### src/hdl/zupt_trapezoid_inertial_integrator_assert.svh
// ---------------------------------------------------------------------------
// Assertion macros for the ZUPT inertial integrator
// Concurrent checks clocked on clk and held off while rst_n is low.
// ---------------------------------------------------------------------------
`ifndef ZUPT_TRAPEZOID_INERTIAL_INTEGRATOR_ASSERT_SVH
`define ZUPT_TRAPEZOID_INERTIAL_INTEGRATOR_ASSERT_SVH

// Same-cycle implication.
`define ZTI_ASSERT_NOW(lbl, ante, cons, msg) \
  lbl: assert property (@(posedge clk) disable iff (!rst_n) (ante) |-> (cons)) \
    else $error(msg);

// Next-cycle implication.
`define ZTI_ASSERT_NEXT(lbl, ante, cons, msg) \
  lbl: assert property (@(posedge clk) disable iff (!rst_n) (ante) |=> (cons)) \
    else $error(msg);

`endif

### src/hdl/zti_pkg.sv
// ---------------------------------------------------------------------------
// zti_pkg
// Types and constants shared by the ZUPT inertial integrator modules.
// ---------------------------------------------------------------------------
`timescale 1ns / 1ps
`default_nettype none

package zti_pkg;

  localparam int SAMPLE_W   = 24;
  localparam int VEL_W      = 32;
  localparam int POS_W      = 48;
  localparam int SQ_W       = 48;
  localparam int NORM_W     = 25;
  localparam int RUN_W      = 16;
  localparam int TIME_W     = 48;
  localparam int ROOT_STEPS = 24;

  localparam logic [2:0] CFG_MODE        = 3'd0;
  localparam logic [2:0] CFG_BIAS_X      = 3'd1;
  localparam logic [2:0] CFG_BIAS_Y      = 3'd2;
  localparam logic [2:0] CFG_BIAS_Z      = 3'd3;
  localparam logic [2:0] CFG_ACCEL_LIMIT = 3'd4;
  localparam logic [2:0] CFG_GYRO_LIMIT  = 3'd5;
  localparam logic [2:0] CFG_CONFIRM     = 3'd6;

  localparam int MODE_BIAS = 0;
  localparam int MODE_DET  = 1;
  localparam int MODE_ZUPT = 2;

  localparam logic [2:0]          MODE_RST    = 3'd6;
  localparam logic [SAMPLE_W-1:0] ALIMIT_RST  = 24'd13107;
  localparam logic [SAMPLE_W-1:0] GLIMIT_RST  = 24'd9830;
  localparam logic [RUN_W-1:0]    CONFIRM_RST = 16'd5;
  localparam logic [RUN_W-1:0]    RUN_MAX     = 16'hFFFF;

  localparam logic STATUS_OK      = 1'b0;
  localparam logic STATUS_ZERO_DT = 1'b1;

  typedef enum logic [2:0] {
    ST_IDLE,
    ST_SQUARE,
    ST_SUM,
    ST_VUPD,
    ST_ROOT,
    ST_PMUL,
    ST_PUPD,
    ST_DONE
  } zti_state_t;

  typedef struct packed {
    logic load;
    logic square;
    logic vmul;
    logic vupd;
    logic pmul;
    logic commit;
    logic zupt;
    logic have_prev;
    logic bias_en;
  } lane_ctl_t;

endpackage

`default_nettype wire

### src/hdl/zti_isqrt.sv
// ---------------------------------------------------------------------------
// zti_isqrt
// Restoring integer square root, one result bit per cycle.
// ---------------------------------------------------------------------------
`timescale 1ns / 1ps
`default_nettype none

module zti_isqrt (
  input  wire logic                        clk,
  input  wire logic                        rst_n,
  input  wire logic                        start,
  input  wire logic [zti_pkg::SQ_W-1:0]    radicand,
  output logic                             busy,
  output logic [zti_pkg::NORM_W-1:0]       root
);
  import zti_pkg::*;

  logic [SQ_W-1:0]         n_r;
  logic [ROOT_STEPS+1:0]   rem_r;
  logic [ROOT_STEPS-1:0]   root_r;
  logic [4:0]              cnt_r;
  logic                    busy_r;

  logic [ROOT_STEPS+3:0]   rem_sh;
  logic [ROOT_STEPS+3:0]   trial;
  logic                    fits;

  assign rem_sh = {rem_r, n_r[SQ_W-1 -: 2]};
  assign trial  = {2'b00, root_r, 2'b01};
  assign fits   = rem_sh >= trial;

  always_ff @(posedge clk) begin
    if (!rst_n) begin
      busy_r <= 1'b0;
      cnt_r  <= '0;
    end else if (start) begin
      busy_r <= 1'b1;
      cnt_r  <= '0;
    end else if (busy_r) begin
      cnt_r <= cnt_r + 5'd1;
      if (cnt_r == 5'(ROOT_STEPS - 1)) begin
        busy_r <= 1'b0;
      end
    end
  end

  // Pull two radicand bits per step, keep the partial remainder.
  always_ff @(posedge clk) begin
    if (start) begin
      n_r    <= radicand;
      rem_r  <= '0;
      root_r <= '0;
    end else if (busy_r) begin
      n_r <= {n_r[SQ_W-3:0], 2'b00};
      if (fits) begin
        rem_r  <= (ROOT_STEPS + 2)'(rem_sh - trial);
        root_r <= {root_r[ROOT_STEPS-2:0], 1'b1};
      end else begin
        rem_r  <= (ROOT_STEPS + 2)'(rem_sh);
        root_r <= {root_r[ROOT_STEPS-2:0], 1'b0};
      end
    end
  end

  assign busy = busy_r;
  assign root = NORM_W'(root_r);

endmodule

`default_nettype wire

### config.mk
export PLATFORM = sky130hd
export DESIGN_NAME = zti_isqrt
export DESIGN_NICKNAME = d
export VERILOG_FILES = /design/src/hdl/zupt_trapezoid_inertial_integrator_assert.svh /design/src/hdl/zti_pkg.sv /design/src/hdl/zti_isqrt.sv
export SDC_FILE = /design/constraint.sdc
export NUM_CORES = 1
export LEC_CHECK = 0
export ABC_AREA = 1
export BUFFER_PORTS_ARGS = -buffer_cell sky130_fd_sc_hd__buf_4
export CAP_MARGIN = 20
export CORE_MARGIN = 3
export CORE_UTILIZATION = 25
export CTS_BUF_LIST = sky130_fd_sc_hd__clkbuf_4 sky130_fd_sc_hd__clkbuf_8 sky130_fd_sc_hd__clkbuf_16
export CTS_CLUSTER_DIAMETER = 200
export CTS_CLUSTER_SIZE = 12
export DETAILED_ROUTE_END_ITERATION = 8
export GPL_ROUTABILITY_DRIVEN = 0
export GPL_TIMING_DRIVEN = 0
export PLACE_DENSITY = 0.4
export RECOVER_POWER = 100
export SYNTH_ARGS = -nofsm -noshare
export SYNTH_HDL_FRONTEND = slang
export SYNTH_SLANG_ARGS = --single-unit
### constraint.sdc
create_clock -name clk -period 5.1 [get_ports clk]
set_clock_uncertainty 0.2 [all_clocks]
set_input_delay 0.765 -clock clk [delete_from_list [all_inputs] [get_ports clk]]
set_output_delay 0.765 -clock clk [all_outputs]
set_load 0.05 [all_outputs]
==> metrics.log <==
INFO  metric class_of_the_worst_hold_path = flip-flop to flip-flop
INFO  metric grtUsageMet3 = 0.0290
INFO  metric cts-root-to-sink-buffers = 2
INFO  metric chipHeight = 163 um
INFO  metric crit_slowest_cell = clkbuf_1
INFO  metric ant_cells = 0
INFO  metric total_global_routing_overflow = 0
INFO  metric post_synth_edffs = 48
INFO  metric globalRouteMet1Util = 0.181
INFO  metric tritoncts_clock_tree = yes
INFO  metric maximum_capacitance_violations = 0
INFO  metric critPathKind = flip-flop to flip-flop
INFO  metric slew_viol_final = 0
INFO  metric post-place-cells = 1,263
INFO  metric postCtsSetupBuffers = 0
INFO  metric fill_cells = 2,738
INFO  metric final-setup-viol-count = 0
INFO  metric placement_rows = 56
INFO  metric grt_busiest_layer = met2
INFO  metric timing.critical_path.arrival = approximately 3.4 ns
INFO  metric postSynth.asyncResetShare = 0
INFO  metric worst_pin_slew = 1.48 ns
INFO  metric fp.coreArea = between 20,000 and 25,000 um2
INFO  metric critical_path.cell_chain = inv_1 -> ha_1 -> clkbuf_1 -> nand2_1 -> a21oi_1 -> nand2_1 -> nand3_1 -> nand2_2 -> nand3_1 -> clkbuf_1 -> nand3_1 -> o211ai_1 -> nand2_1
INFO  metric worstPathRequired = around 5.2 ns
INFO  metric grt_setup_unrepaired = no
INFO  metric pin_count = 77
INFO  metric wl_per_instance = between 10 and 15 um
INFO  metric grt_first_pass_wirelength = around 28,000 um
INFO  metric drtPass1Iterations = 5
INFO  metric global_route.usage.total = 0.134
INFO  metric post_synth.cell_area_avg = 7.07 um2
INFO  metric postSynth.topFlopCell = dfxtp_1
INFO  metric finalCritPeriodShare = 0.660
INFO  metric post_synth_inst_count = 870
INFO  metric root_buffer = clkbuf_16
INFO  metric yosys-top-cells-area = edfxtp_1 23%, nand2_1 23%, dfxtp_1 18%, inv_1 8.1%, ha_1 5.5%
INFO  metric port_buffers = between 70 and 80
INFO  metric hpwl = 13,400 um
INFO  metric dominant_cell_by_count_in_the_synthesized_netlist = nand2_1
INFO  metric final_layout_size_suffix_gt1_frac = 0.0906
INFO  metric start_util = 0.258
INFO  metric register_area_share_after_synthesis = 0.416
INFO  metric timing.reg2reg.setup_slack = 1.73 ns
INFO  metric placedInstanceArea = about 7100 um2
INFO  metric clk_latency = approximately 0.36 ns
INFO  metric grt_pass1_vias = 5,275
INFO  metric ir_worst_vdd = 0.186 mV
INFO  metric vias = ~5,400
INFO  metric layout_setup_ws = 1.73 ns
INFO  metric cts.sinks = 104
INFO  metric clock_buffer_count_from_cts = 9
INFO  metric ys_warn_count = 0
INFO  metric max-slew-margin-rel = 0.0129
INFO  metric synth_top_cell_by_area = edfxtp_1
INFO  metric postSynthNetCount = ~950
INFO  metric grt_max_degree = 58
INFO  metric post_cts_resize_count = 0
INFO  metric antenna_violations_before_repair = 0
INFO  metric run_status = finished, final reports clean
INFO  metric slowest_delay = 0.64 ns
INFO  metric postCtsHoldBufs = 0
INFO  metric max_freq = between 0.2 and 0.3 GHz
INFO  metric critical_path_peak_fanout = 10
INFO  metric drt-vias-per-instance = about 4.2
INFO  metric cts.reportedPaths.clkPinSlew = roughly 0.080 ns
INFO  metric yosys_register_bits = roughly 100
INFO  metric detail_route.wirelength = 17,400 um
INFO  metric detail_route.drc_violations = 0
INFO  metric final_design_area_no_fill = 7250 um2
INFO  metric dieWidth = 163 um
INFO  metric dieArea = 26,500 um2
INFO  metric critical-path-top-delay-family = simple AND/OR/NAND/NOR gates
INFO  metric synthesis.area = 6150 um2
INFO  metric final_cells = around 1,300
INFO  metric final_net_count = between 1,000 and 1,500
INFO  metric crit_path_start_kind = flip-flop
INFO  metric syn_to_final_growth = 17.8%
INFO  metric timing.final.hold_violations = 0
INFO  metric leakagePower = 0.00360 uW
INFO  metric p_per_area = ~500 nW/um2
INFO  metric dp_slack = between 2 and 2.5 ns
INFO  metric kind_of_end_point_of_the_critical_path = flip-flop
INFO  metric yosysTopAreaCellShare = 0.234
INFO  metric synth_commonest_cells = 369 x nand2_1, 133 x inv_1, 56 x dfxtp_1
INFO  metric setup_tns = 0 ns
INFO  metric antenna_left = 0
INFO  metric buf_inv_on_cp = 3
INFO  metric synth_cell_type_count = 40
INFO  metric cts-htree-levels = 3
INFO  metric fin_crit = 3.37 ns
INFO  metric first_iter_violations = 228
INFO  metric met2_usage = 0.219
-- metal layers --
metal	wire, um	up-vias
met5	0	-
met1	8600	2369
met4	167	0
li1	-	2910
met2	7940	86
met3	645	12
-- layout by cell type, fill, tap and decap left out, drive strengths merged, types with 5 or more instances in the layout --
cell    netlist  layout
buf          10      52
inv         135     139
nand2       374     374
ha           27      27
nand4        13      13
clkbuf       17      59
nand3        41      41
nor3          7       7
nor2         38      38
a21oi        26      26
o21ai        12      12
o22ai        23      23
o211ai       11      11
dfxtp        56      56
xnor2        11      11
edfxtp       48      48
clkinv        3       5
-- path summary, 6_finish.rpt --
path / cells after the start / end / start
worst max register to register: 13 / rem_r[17]$_SDFFE_PP0P_ / root_r[0]$_SDFFE_PP0P_
worst min register to register: 2 / rem_r[25]$_SDFFE_PP0P_ / rem_r[25]$_SDFFE_PP0P_
worst min-delay path: 2 / rem_r[25]$_SDFFE_PP0P_ / rem_r[25]$_SDFFE_PP0P_
worst max-delay path: 13 / rem_r[17]$_SDFFE_PP0P_ / root_r[0]$_SDFFE_PP0P_
-- power breakdown --
| group | internal [uW] | switching [uW] | total, uW | leakage, uW |
|---|---|---|---|---|
| combinational | 608 | 1270 | 1880 | 0.00251 |
| sequential | 970 | 45.4 | 1020 | 0.000949 |
| clock | 350 | 359 | 709 | 0.000145 |
-- registers in the layout, summed over array words and instances, names as in the netlist --
signal and flops:
busy 1, cnt_r 5, n_r 48, rem_r 26
root_r 24
-- cell type report --
cell class / instances / area [um2] / share of cell area
buffer: 27 / 110 / 0.0152
clock buffer: 10 / 233 / 0.0321
clock inverter: 6 / 57.6 / 0.00794
inverter: 138 / 518 / 0.0714
multi-input combinational: 601 / 2910 / 0.401
sequential: 104 / 2560 / 0.353
tap: 319 / 399 / 0.0550
timing repair buffer: 74 / 462 / 0.0637
-- cell families after synthesis --
| family | after synthesis | synth area share |
|---|---|---|
| XOR/XNOR | 15 | 0.0213 |
| flip-flops | 104 | 0.416 |
| AO/OA/AOI/OAI | 77 | 0.0750 |
| AND/OR/NAND/NOR | 481 | 0.325 |
| other | 1 | 0.000609 |
| buffers and inverters | 165 | 0.107 |
| adder cells (fa/ha/maj) | 27 | 0.0549 |
-- per-stage QoR --
step	util	hold WS, ns	power, uW
6_report	0.304	0.260	3600
4_1_cts	0.311	0.262	3750
2_1_floorplan	-	0.226	2470
3_5_place_dp	0.299	0.247	3020
3_3_place_gp	0.298	0.241	3030
5_1_grt	0.304	0.305	3950
-- tightest hold or removal path, cell delays in order (launching register included) --
cell     delay (ns)
dfxtp_1        0.32
nand2_1        0.06
nand2_1        0.05
Power figures use the tool's default switching activity.
